## src/design/sbmq_pkg.sv

```systemverilog
// ----------------------------------------------------------------------------
// sbmq_pkg
// Shared types and constants for the shared buffer multi-queue block.
// ----------------------------------------------------------------------------
package sbmq_pkg;

  localparam int ENTRIES_DEF = 64;
  localparam int QUEUES_DEF  = 4;
  localparam int DATA_W      = 32;
  localparam int QID_W       = 2;

  // operation codes
  localparam logic OP_ENQ = 1'b0;
  localparam logic OP_DEQ = 1'b1;

  // result status codes
  typedef enum logic [1:0] {
    ST_OK    = 2'd0,
    ST_EMPTY = 2'd1,
    ST_FULL  = 2'd2
  } status_t;

  typedef enum logic {
    S_IDLE,
    S_EXEC
  } state_t;

  // one result transfer
  typedef struct packed {
    logic              valid;
    status_t           status;
    logic [DATA_W-1:0] data;
    logic              queue_empty;
    logic              store_full;
  } result_t;

endpackage

```

## src/design/shared_buffer_multi_queue.sv

```systemverilog
// ----------------------------------------------------------------------------
// shared_buffer_multi_queue
// Several FIFO queues sharing one entry store, threaded by a free list.
// ----------------------------------------------------------------------------
// A command (op, queue_id, value) transfers when start is high and busy is
// low. Busy is high for the cycle after the transfer, and the result
// appears on status/data/queue_empty/store_full with done high for exactly
// one cycle after that; the next command may transfer in that same cycle.
// A command is a registered read of the link and data memories followed
// by the write-back of the updated link, data word and pointers. The
// receiver cannot stall: a result is on the ports for that single done cycle
// only. No clearing pass follows reset; the initial free-list links are
// supplied by a fill mark, so commands are taken right after reset.
// queue_id is folded modulo QUEUES.
module shared_buffer_multi_queue #(
  parameter int ENTRIES = sbmq_pkg::ENTRIES_DEF,
  parameter int QUEUES  = sbmq_pkg::QUEUES_DEF
) (
  input  logic                               clk,
  input  logic                               rst,
  input  logic                               start,
  input  logic                               op,
  input  logic [sbmq_pkg::QID_W-1:0]         queue_id,
  input  logic signed [sbmq_pkg::DATA_W-1:0] value,
  output logic                               busy,
  output logic                               done,
  output logic [1:0]                         status,
  output logic signed [sbmq_pkg::DATA_W-1:0] data,
  output logic                               queue_empty,
  output logic                               store_full
);

  localparam int AW = $clog2(ENTRIES);
  localparam int PW = $clog2(ENTRIES + 1);

  logic [AW-1:0]               link_raddr, link_waddr;
  logic [PW-1:0]               link_rdata, link_wdata;
  logic                        link_we;
  logic [AW-1:0]               data_raddr, data_waddr;
  logic [sbmq_pkg::DATA_W-1:0] data_rdata, data_wdata;
  logic                        data_we;
  sbmq_pkg::result_t           result;

  // next-entry links
  sbmq_ram #(.WIDTH(PW), .DEPTH(ENTRIES)) u_link_ram (
    .clk   (clk),
    .we    (link_we),
    .waddr (link_waddr),
    .wdata (link_wdata),
    .raddr (link_raddr),
    .rdata (link_rdata)
  );

  // entry data words
  sbmq_ram #(.WIDTH(sbmq_pkg::DATA_W), .DEPTH(ENTRIES)) u_data_ram (
    .clk   (clk),
    .we    (data_we),
    .waddr (data_waddr),
    .wdata (data_wdata),
    .raddr (data_raddr),
    .rdata (data_rdata)
  );

  sbmq_ctrl #(.ENTRIES(ENTRIES), .QUEUES(QUEUES)) u_ctrl (
    .clk        (clk),
    .rst        (rst),
    .start      (start),
    .op         (op),
    .queue_id   (queue_id),
    .value      (value),
    .busy       (busy),
    .link_raddr (link_raddr),
    .link_rdata (link_rdata),
    .link_we    (link_we),
    .link_waddr (link_waddr),
    .link_wdata (link_wdata),
    .data_raddr (data_raddr),
    .data_rdata (data_rdata),
    .data_we    (data_we),
    .data_waddr (data_waddr),
    .data_wdata (data_wdata),
    .result     (result)
  );

  // result ports
  assign done        = result.valid;
  assign status      = result.status;
  assign data        = result.data;
  assign queue_empty = result.queue_empty;
  assign store_full  = result.store_full;

endmodule

```

## src/design/sbmq_ram.sv

```systemverilog
// ----------------------------------------------------------------------------
// sbmq_ram
// Generic simple dual-port RAM: one write port, one read port, registered read.
// ----------------------------------------------------------------------------
module sbmq_ram #(
  parameter int WIDTH = 32,
  parameter int DEPTH = 64
) (
  input  logic                     clk,
  input  logic                     we,
  input  logic [$clog2(DEPTH)-1:0] waddr,
  input  logic [WIDTH-1:0]         wdata,
  input  logic [$clog2(DEPTH)-1:0] raddr,
  output logic [WIDTH-1:0]         rdata
);

  logic [WIDTH-1:0] mem [DEPTH];

  always_ff @(posedge clk) begin
    if (we) begin
      mem[waddr] <= wdata;
    end
    rdata <= mem[raddr];
  end

endmodule

```

## src/design/sbmq_ctrl.sv

```systemverilog
// ----------------------------------------------------------------------------
// sbmq_ctrl
// Queue pointer control: head/tail/free-list registers, command sequencer and
// read-modify-write of the link and data memories.
// ----------------------------------------------------------------------------
module sbmq_ctrl #(
  parameter int ENTRIES = sbmq_pkg::ENTRIES_DEF,
  parameter int QUEUES  = sbmq_pkg::QUEUES_DEF,
  localparam int AW     = $clog2(ENTRIES),
  localparam int PW     = $clog2(ENTRIES + 1)
) (
  input  logic                        clk,
  input  logic                        rst,
  input  logic                        start,
  input  logic                        op,
  input  logic [sbmq_pkg::QID_W-1:0]  queue_id,
  input  logic [sbmq_pkg::DATA_W-1:0] value,
  output logic                        busy,
  // link memory
  output logic [AW-1:0]               link_raddr,
  input  logic [PW-1:0]               link_rdata,
  output logic                        link_we,
  output logic [AW-1:0]               link_waddr,
  output logic [PW-1:0]               link_wdata,
  // data memory
  output logic [AW-1:0]               data_raddr,
  input  logic [sbmq_pkg::DATA_W-1:0] data_rdata,
  output logic                        data_we,
  output logic [AW-1:0]               data_waddr,
  output logic [sbmq_pkg::DATA_W-1:0] data_wdata,
  output sbmq_pkg::result_t           result
);

  localparam int QW = (QUEUES > 1) ? $clog2(QUEUES) : 1;
  localparam int VW = $clog2(QUEUES + 4);
  localparam logic [PW-1:0] NONE_P = PW'(ENTRIES);

  sbmq_pkg::state_t state, state_next;

  logic [PW-1:0] head [QUEUES];
  logic [PW-1:0] tail [QUEUES];
  logic [PW-1:0] free_head;
  logic [PW-1:0] wm;          // entries at or above this were never written

  logic                        op_r;
  logic [QW-1:0]               q_r;
  logic [sbmq_pkg::DATA_W-1:0] value_r;
  logic [PW-1:0]               rd_ptr;
  logic                        rd_fresh;

  logic [VW-1:0] qmod;
  logic [QW-1:0] q_in;
  logic [PW-1:0] rd_sel;
  logic          accept;
  logic          exec;

  logic [PW-1:0]         slot, head_cur, tail_cur, link_val;
  logic [PW-1:0]         head_new, tail_new, free_new, wm_new;
  logic                  slot_ok;
  sbmq_pkg::status_t     res_status;
  logic [sbmq_pkg::DATA_W-1:0] res_data;

  logic    res_valid;
  sbmq_pkg::result_t res_pay;

  // queue number folded below QUEUES
  always_comb begin
    qmod = VW'(queue_id);
    for (int i = 0; i < 3; i++) begin
      if (qmod >= VW'(QUEUES)) begin
        qmod = qmod - VW'(QUEUES);
      end
    end
  end
  assign q_in = qmod[QW-1:0];

  // read issue at accept: free-list head for enqueue, queue head for dequeue
  assign accept     = start && (state == sbmq_pkg::S_IDLE);
  assign rd_sel     = (op == sbmq_pkg::OP_DEQ) ? head[q_in] : free_head;
  assign link_raddr = rd_sel[AW-1:0];
  assign data_raddr = rd_sel[AW-1:0];

  // sequencer
  always_ff @(posedge clk) begin
    if (rst) begin
      state <= sbmq_pkg::S_IDLE;
    end else begin
      state <= state_next;
    end
  end

  always_comb begin
    state_next = state;
    busy       = 1'b0;
    exec       = 1'b0;
    case (state)
      sbmq_pkg::S_IDLE: begin
        if (start) begin
          state_next = sbmq_pkg::S_EXEC;
        end
      end
      sbmq_pkg::S_EXEC: begin
        busy       = 1'b1;
        exec       = 1'b1;
        state_next = sbmq_pkg::S_IDLE;
      end
      default: state_next = sbmq_pkg::S_IDLE;
    endcase
  end

  // command capture
  always_ff @(posedge clk) begin
    if (accept) begin
      op_r     <= op;
      q_r      <= q_in;
      value_r  <= value;
      rd_ptr   <= rd_sel;
      rd_fresh <= (rd_sel >= wm);
    end
  end

  // update of pointers and memory write-back
  always_comb begin
    slot     = rd_ptr;
    slot_ok  = (rd_ptr < NONE_P);
    head_cur = head[q_r];
    tail_cur = tail[q_r];
    // an untouched entry links to its successor
    link_val = rd_fresh ? (rd_ptr + PW'(1)) : link_rdata;

    head_new = head_cur;
    tail_new = tail_cur;
    free_new = free_head;
    wm_new   = wm;

    link_we    = 1'b0;
    link_waddr = slot[AW-1:0];
    link_wdata = free_head;
    data_we    = 1'b0;
    data_waddr = slot[AW-1:0];
    data_wdata = value_r;

    res_status = sbmq_pkg::ST_OK;
    res_data   = '0;

    if (op_r == sbmq_pkg::OP_ENQ) begin
      if (!slot_ok) begin
        res_status = sbmq_pkg::ST_FULL;
      end else begin
        free_new = link_val;
        if (rd_fresh) begin
          wm_new = wm + PW'(1);
        end
        if ((head_cur < NONE_P) && (tail_cur < NONE_P)) begin
          link_we    = exec;
          link_waddr = tail_cur[AW-1:0];
          link_wdata = slot;
        end else begin
          head_new = slot;
        end
        tail_new = slot;
        data_we  = exec;
      end
    end else begin
      if (!slot_ok) begin
        res_status = sbmq_pkg::ST_EMPTY;
        res_data   = '1;
      end else begin
        // tail's link is never relied on: the last entry is known by the tail
        head_new = (slot == tail_cur) ? NONE_P : link_val;
        if (head_new == NONE_P) begin
          tail_new = NONE_P;
        end
        link_we  = exec;
        free_new = slot;
        res_data = data_rdata;
      end
    end
  end

  // pointer registers
  always_ff @(posedge clk) begin
    if (rst) begin
      for (int i = 0; i < QUEUES; i++) begin
        head[i] <= NONE_P;
        tail[i] <= NONE_P;
      end
      free_head <= '0;
      wm        <= '0;
      res_valid <= 1'b0;
    end else begin
      res_valid <= exec;
      if (exec) begin
        head[q_r] <= head_new;
        tail[q_r] <= tail_new;
        free_head <= free_new;
        wm        <= wm_new;
      end
    end
  end

  // result payload
  always_ff @(posedge clk) begin
    if (exec) begin
      res_pay.valid       <= 1'b1;
      res_pay.status      <= res_status;
      res_pay.data        <= res_data;
      res_pay.queue_empty <= !(head_new < NONE_P);
      res_pay.store_full  <= !(free_new < NONE_P);
    end
  end

  assign result = '{valid:       res_valid,
                    status:      res_pay.status,
                    data:        res_pay.data,
                    queue_empty: res_pay.queue_empty,
                    store_full:  res_pay.store_full};

endmodule

```

## config.mk

```make
export PLATFORM = sky130hd
export DESIGN_NAME = shared_buffer_multi_queue
export DESIGN_NICKNAME = d
export VERILOG_FILES = /design/src/design/sbmq_pkg.sv /design/src/design/shared_buffer_multi_queue.sv /design/src/design/sbmq_ram.sv /design/src/design/sbmq_ctrl.sv
export SDC_FILE = /design/constraint.sdc
export NUM_CORES = 2
export LEC_CHECK = 0
export BUFFER_PORTS_ARGS = -buffer_cell sky130_fd_sc_hd__buf_2
export CAP_MARGIN = 20
export CORE_AREA = 5 5 423 467
export DETAILED_ROUTE_END_ITERATION = 10
export DIE_AREA = 0 0 428 472
export PLACE_DENSITY = 0.72
export SYNTH_ARGS = -nofsm -noshare
export SYNTH_HDL_FRONTEND = slang
export SYNTH_SLANG_ARGS = --single-unit
```

## constraint.sdc

```tcl
create_clock -name clk -period 15 [get_ports clk]
set_clock_uncertainty 0.2 [all_clocks]
set_input_delay 4.5 -clock clk [delete_from_list [all_inputs] [get_ports clk]]
set_output_delay 4.5 -clock clk [all_outputs]
set_load 0.005 [all_outputs]
```

Yosys cells after proc, flatten, opt, wreduce, memory -nomap -nowiden. Memories as Yosys holds them, arrays and structs flattened. A register that Yosys moved wholly into a read port is not among the register bits. Cells that the tools add are included.

$add $sub $neg: 2. $mul: 0. Div/mod/pow operators: 0. Magnitude comparators: 6. Equality and inequality tests: 2. Shifts and indexed selects: 0. Multiplexer cells: 49. Bitwise operators: 2. Reductions and logical operators: 7.

Operators by type and width (count): $mux W7 (19); $lt A7 B7 Y1 const B (5); $mux W32 (1); $mux W1 (19); $mux W6 (3); $add A7 B1 Y7 const B (2); $reduce_or A7 Y1 (2); $mux W2 (6); $eq A7 B7 Y1 (1); $eq A7 B7 Y1 const B (1); $ge A7 B7 Y1 (1); $reduce_and A4 Y1 (1); $logic_and A1 B1 Y1 (2); $logic_not A1 Y1 (2); $not A1 Y1 (2); $pmux W1 S2 (1).

Flip-flop bits (word level): 95. Bits in latches: 0. Memory bits (writable): 2552. ROM bits: 0. Input port bits: 38. Output and inout port bits: 38. Word-level logic and storage cells: 85. Memories: 4.

Memories: u_data_ram.mem (words 64, width 32, rd ports 1, clocked after memory_dff 1, wr ports 1, line sbmq_ram.sv:17) `logic [WIDTH-1:0] mem [DEPTH];`; u_link_ram.mem (words 64, width 7, rd ports 1, clocked after memory_dff 1, wr ports 1, line sbmq_ram.sv:17); u_ctrl.head (words 4, width 7, rd ports 2, clocked after memory_dff 1, wr ports 4, line sbmq_ctrl.sv:40) `logic [PW-1:0] head [QUEUES];`; u_ctrl.tail (words 4, width 7, rd ports 1, clocked after memory_dff 1, wr ports 4, line sbmq_ctrl.sv:41) `logic [PW-1:0] tail [QUEUES];`.

Depth between registers and ports, before layout.
Word-level depth: 8. Mapped depth: 16. Mapped depth without buffers: 10.

Hierarchy. Synthesis repeated with hierarchy kept, for this count alone.

Cell total of the unflattened synthesis: 4761. Area, all modules: 103624.4 um2.

Modules (own cells, without submodules): sbmq_ram (u_data_ram) (times used 1, cells an instance 3324, area an instance 78515.3 um2); sbmq_ram (u_link_ram) (times used 1, cells an instance 827, area an instance 17635.7 um2); sbmq_ctrl (times used 1, cells an instance 610, area an instance 7473.4 um2).

Least setup slack after synthesis. No wires, ideal clock.

Path kind: input to register. Start point: input port queue_id[0] (netlist name). End point: register u_ctrl.rd_fresh, data pin. Library setup time: 0.254 ns. Data arrival time: 7.479 ns. Data required time: 14.546 ns. Path slack: 7.068 ns. Cell stages on the path: 15. Buffers on the path: 5. Cell sequence: buf_2 mux2_2 o221ai_1 buf_2 clkbuf_1 buf_2 buf_1 ha_1 nand2b_1 a21o_1 a21o_1 a21o_1 a21o_1 a21o_1 a21o_1.

Word-level cells in the longest chain between the ends: 3.

Ends and longest elaborated chain: start, declared (line shared_buffer_multi_queue.sv:23) `input logic [sbmq_pkg::QID_W-1:0] queue_id,`; $mem_v2 Z4 W7; $mux W7 (line sbmq_ctrl.sv:79) `assign rd_sel = (op == sbmq_pkg::OP_DEQ) ? head[q_in] : free_head;`; $ge A7 B7 Y1 (line sbmq_ctrl.sv:118) `rd_fresh <= (rd_sel >= wm);`; end signal, assigned (line sbmq_ctrl.sv:118); end, declared (line sbmq_ctrl.sv:49) `logic rd_fresh;`.

No other way between the ends. A chain may end at the register's enable or synchronous reset.

Final worst setup path.
Start point: input port queue_id[0] (netlist name). End point: register u_data_ram.rdata[19] (read register of u_data_ram.mem).

Word-level cells in the longest chain between the ends: 2.

Ends and longest elaborated chain: $mem_v2 Z4 W7; $mux W7 (line sbmq_ctrl.sv:79); end, declared (line sbmq_ram.sv:14) `output logic [WIDTH-1:0] rdata`.

No other way between the ends.

==> impl_metrics.sql <==
INSERT INTO impl_metrics (metric_group, metric, value, unit) VALUES
('sta', 'final_min_period_over_clock_period', '61.4', '%'),
('sta', 'achievable-frequency', '0.109', 'GHz'),
('routing', 'drt-initial-drc-count', '11798', ''),
('synth', 'synth_mux_area_share', '2.52', '%'),
('min_path', 'hold_path.class', 'reg2reg', ''),
('setup_path', 'worstPathArrival', '9.88', 'ns'),
('global_routing', 'largest_net_degree_at_the_start_of_global_routing', '150', ''),
('routing', 'dr.pass1.iters', '9', ''),
('synth', 'post_synth_fa_ha_maj_area_fraction', '0.119', '%'),
('setup_path', 'worstSetupStartpointType', 'input pin', ''),
('synth', 'synth_top_family_by_area', 'simple AND/OR/NAND/NOR gates', ''),
('cts', 'cts.clk_slew.worst_paths', '0.06', 'ns'),
('cts', 'clkLatencyLatePin', '0.92', 'ns'),
('setup_path', 'critical_path_max_stage_delay', '1.04', 'ns'),
('floorplan', 'fp.coreArea', '0.192', 'mm^2'),
('synth', 'synth_cells', '7676', ''),
('synth', 'ranking_of_synthesized_cells_by_instance_count', 'sky130_fd_sc_hd__edfxtp_1 (2631), sky130_fd_sc_hd__nand2_1 (2002), sky130_fd_sc_hd__nand3_1 (757)', ''),
('setup_path', 'worstSetupPathType', 'in2reg', ''),
('cts', 'cts_resized', '0', ''),
('synth', 'synth.net_count', '7724', ''),
('cts', 'cts_root_buffer', 'sky130_fd_sc_hd__clkbuf_16', ''),
('synth', 'synth_xor_area_share', '0.125', '%'),
('global_routing', 'global_router_s_overall_resource_usage', '30.4', '%'),
('global_routing', 'first_global_vias', '65069', ''),
('status', 'status', 'completed', ''),
('placement', 'placement.io_buffers', '75', ''),
('synth', 'postSynthRegisterBits', '2688', ''),
('routing', 'detailroute.via_count', '68946', ''),
('synth', 'ys_warn_count', '0', ''),
('floorplan', 'io_pins', '76', ''),
('global_routing', 'grt_remaining_overflow', '0', ''),
('cts', 'tritoncts_clock_tree', 'yes', ''),
('routing', 'final_antenna_net_count', '0', ''),
('run', 'maxCapViolations', '0', ''),
('cells_and_area', 'finish.cell_count_without_fillers', '10501', ''),
('sta', 'tightestPinTransition', '1.28', 'ns'),
('power_and_ir_drop', 'leakagePower', '38.6', 'nW'),
('synth', 'seq_area_frac_synth', '76.2', '%'),
('synth', 'synthSimpleGateAreaFrac', '13.2', '%'),
('synth', 'ys_top_cells_by_area', 'sky130_fd_sc_hd__edfxtp_1 (75%), sky130_fd_sc_hd__nand2_1 (7.1%), sky130_fd_sc_hd__nand3_1 (3.6%)', ''),
('sta', 'hold_violations', '0', ''),
('synth', 'synth_enable_flop_cells', '2631', ''),
('cts', 'cts_htree_levels', '5', ''),
('placement', 'dpl.cell_count', '10017', ''),
('setup_path', 'crit_required', '15.67', 'ns'),
('cts', 'cts_inserted_buffers', '276', ''),
('placement', 'place_area', '0.109', 'mm^2'),
('cells_and_area', 'layout.cell_area.non_filler', '0.118', 'mm^2'),
('synth', 'post_synth_instance_area', '0.105', 'mm^2'),
('sta', 'min_period', '9.22', 'ns'),
('cells_and_area', 'final_net_count', '7786', ''),
('sta', 'report.final.slew_viol_count', '0', ''),
('cells_and_area', 'layout_cells_sized_above_1', '10.0', '%'),
('sta', 'setup_total_negative_slack', '0', 'ns'),
('floorplan', 'die_w', '428', 'um'),
('setup_path', 'critical-path-slowest-cell', 'sky130_fd_sc_hd__o31ai_1', ''),
('sta', 'final_setup_violation_count', '0', ''),
('floorplan', 'die_height', '472', 'um'),
('synth', 'synth_top_cell_by_area', 'sky130_fd_sc_hd__edfxtp_1', ''),
('min_path', 'holdPathStages', '2', ''),
('synth', 'synth.most_common_cell', 'sky130_fd_sc_hd__edfxtp_1', ''),
('global_routing', 'antenna_found_initial', '20', ''),
('routing', 'drt_drc_violations_left', '0', ''),
('routing', 'vias_per_cell', '6.57', ''),
('routing', 'route.detailed.wl_per_inst', '30.1', 'um'),
('setup_path', 'timing.critical_path.fanout_max', '149', ''),
('power_and_ir_drop', 'power.density', '139', 'mW/mm^2'),
('setup_path', 'reg2regPathDepth', '11', ''),
('synth', 'syn-mean-instance-area', '13.7', 'um^2'),
('synth', 'synth-compound-area-share', '5.72', '%'),
('setup_path', 'cp-end-kind', 'register', '');
## power by group
| group | leakage [nW] | switching, mW | internal [mW] |
|---|---|---|---|
| clock | 4.20 | 2.78 | 3.85 |
| combinational | 10.1 | 1.07 | 0.339 |
| sequential | 24.3 | 0.0524 | 8.31 |
## registers in the layout, indices dropped and copies added (netlist names), 2 cells and up, named ones only
signal             count
u_link_ram.rdata       7
u_ctrl.tail           28
u_ctrl.wm              7
u_ctrl.head           28
u_ctrl.rd_ptr          7
u_link_ram.mem       448
u_ctrl.free_head       7
u_data_ram.rdata      32
u_ctrl.q_r             2
u_ctrl.data_wdata     32
u_ctrl.result         36
u_data_ram.mem      2048
## cell families after synthesis
group           count (synthesis)
simple gates                 3289
flops                        2688
compound gates                911
buf+inv                       523
mux                           240
xor+xnor                       15
fa+ha+maj                      10
## area by class of cell
class                   count  area (um^2)
inverters                  28          120
fillers                 13933        74400
clock buffers             342         7450
multi-input cells        4465        23500
well taps                2565         3210
repair buffers            279         2080
diodes                      6         15.0
flip-flops and latches   2688        80100
clock inverters           128         1140
## per-layer routing
layer	GRT usage, %	up-vias	wire, um
met2	45.8	5452	142000
met1	42.2	33900	113000
met5	0	-	26
li1	-	28633	-
met4	13.4	4	15800
met3	8.08	957	45400
## critical path, delay by kind of cell
kind                   cells  cell delay, ns
muxes                      1            0.42
AOI/OAI and AO/OA          3            1.59
buffers and inverters      5            2.83
and+or+nand+nor            3            0.30
## metrics by stage
stage	hold WS [ns]	setup slack [ns]	utilization, %	total power, mW
finish	0.328	5.78	61.3	16.4
global route	0.371	5.81	61.3	16.8
CTS	0.327	6.04	61.2	16.4
detailed placement	0.309	5.04	56.7	9.86
global placement	0.306	4.87	56.7	9.83
floorplan	0.270	7.07	-	9.27
## worst paths after layout
kind,to,slack (ns),startpoint
min reg2reg,u_ctrl.wm[5]$_SDFFE_PP0P_,0.33,u_ctrl.wm[5]$_SDFFE_PP0P_
max reg2reg,u_data_ram.rdata[19]$_DFF_P_,9.51,u_ctrl.head[3][0]$_DFFE_PP_
min,u_ctrl.wm[5]$_SDFFE_PP0P_,0.33,u_ctrl.wm[5]$_SDFFE_PP0P_
max,u_data_ram.rdata[19]$_DFF_P_,5.78,queue_id[0]
## cells in the final DEF (no fill, tap or decap), drive strengths merged, types with 45 or more instances in the layout
master / Yosys / layout
nand4: 121 / 121
edfxtp: 2631 / 2631
nor2: 285 / 285
clkbuf: 259 / 345
a31oi: 166 / 166
buf: 236 / 276
nand3: 757 / 757
mux2i: 202 / 202
dfxtp: 57 / 57
a221oi: 112 / 112
and3: 45 / 45
clkinv: 1 / 94
a21oi: 371 / 371
a32oi: 80 / 80
nand2: 2002 / 2002
Power figures use the tool's default switching activity.
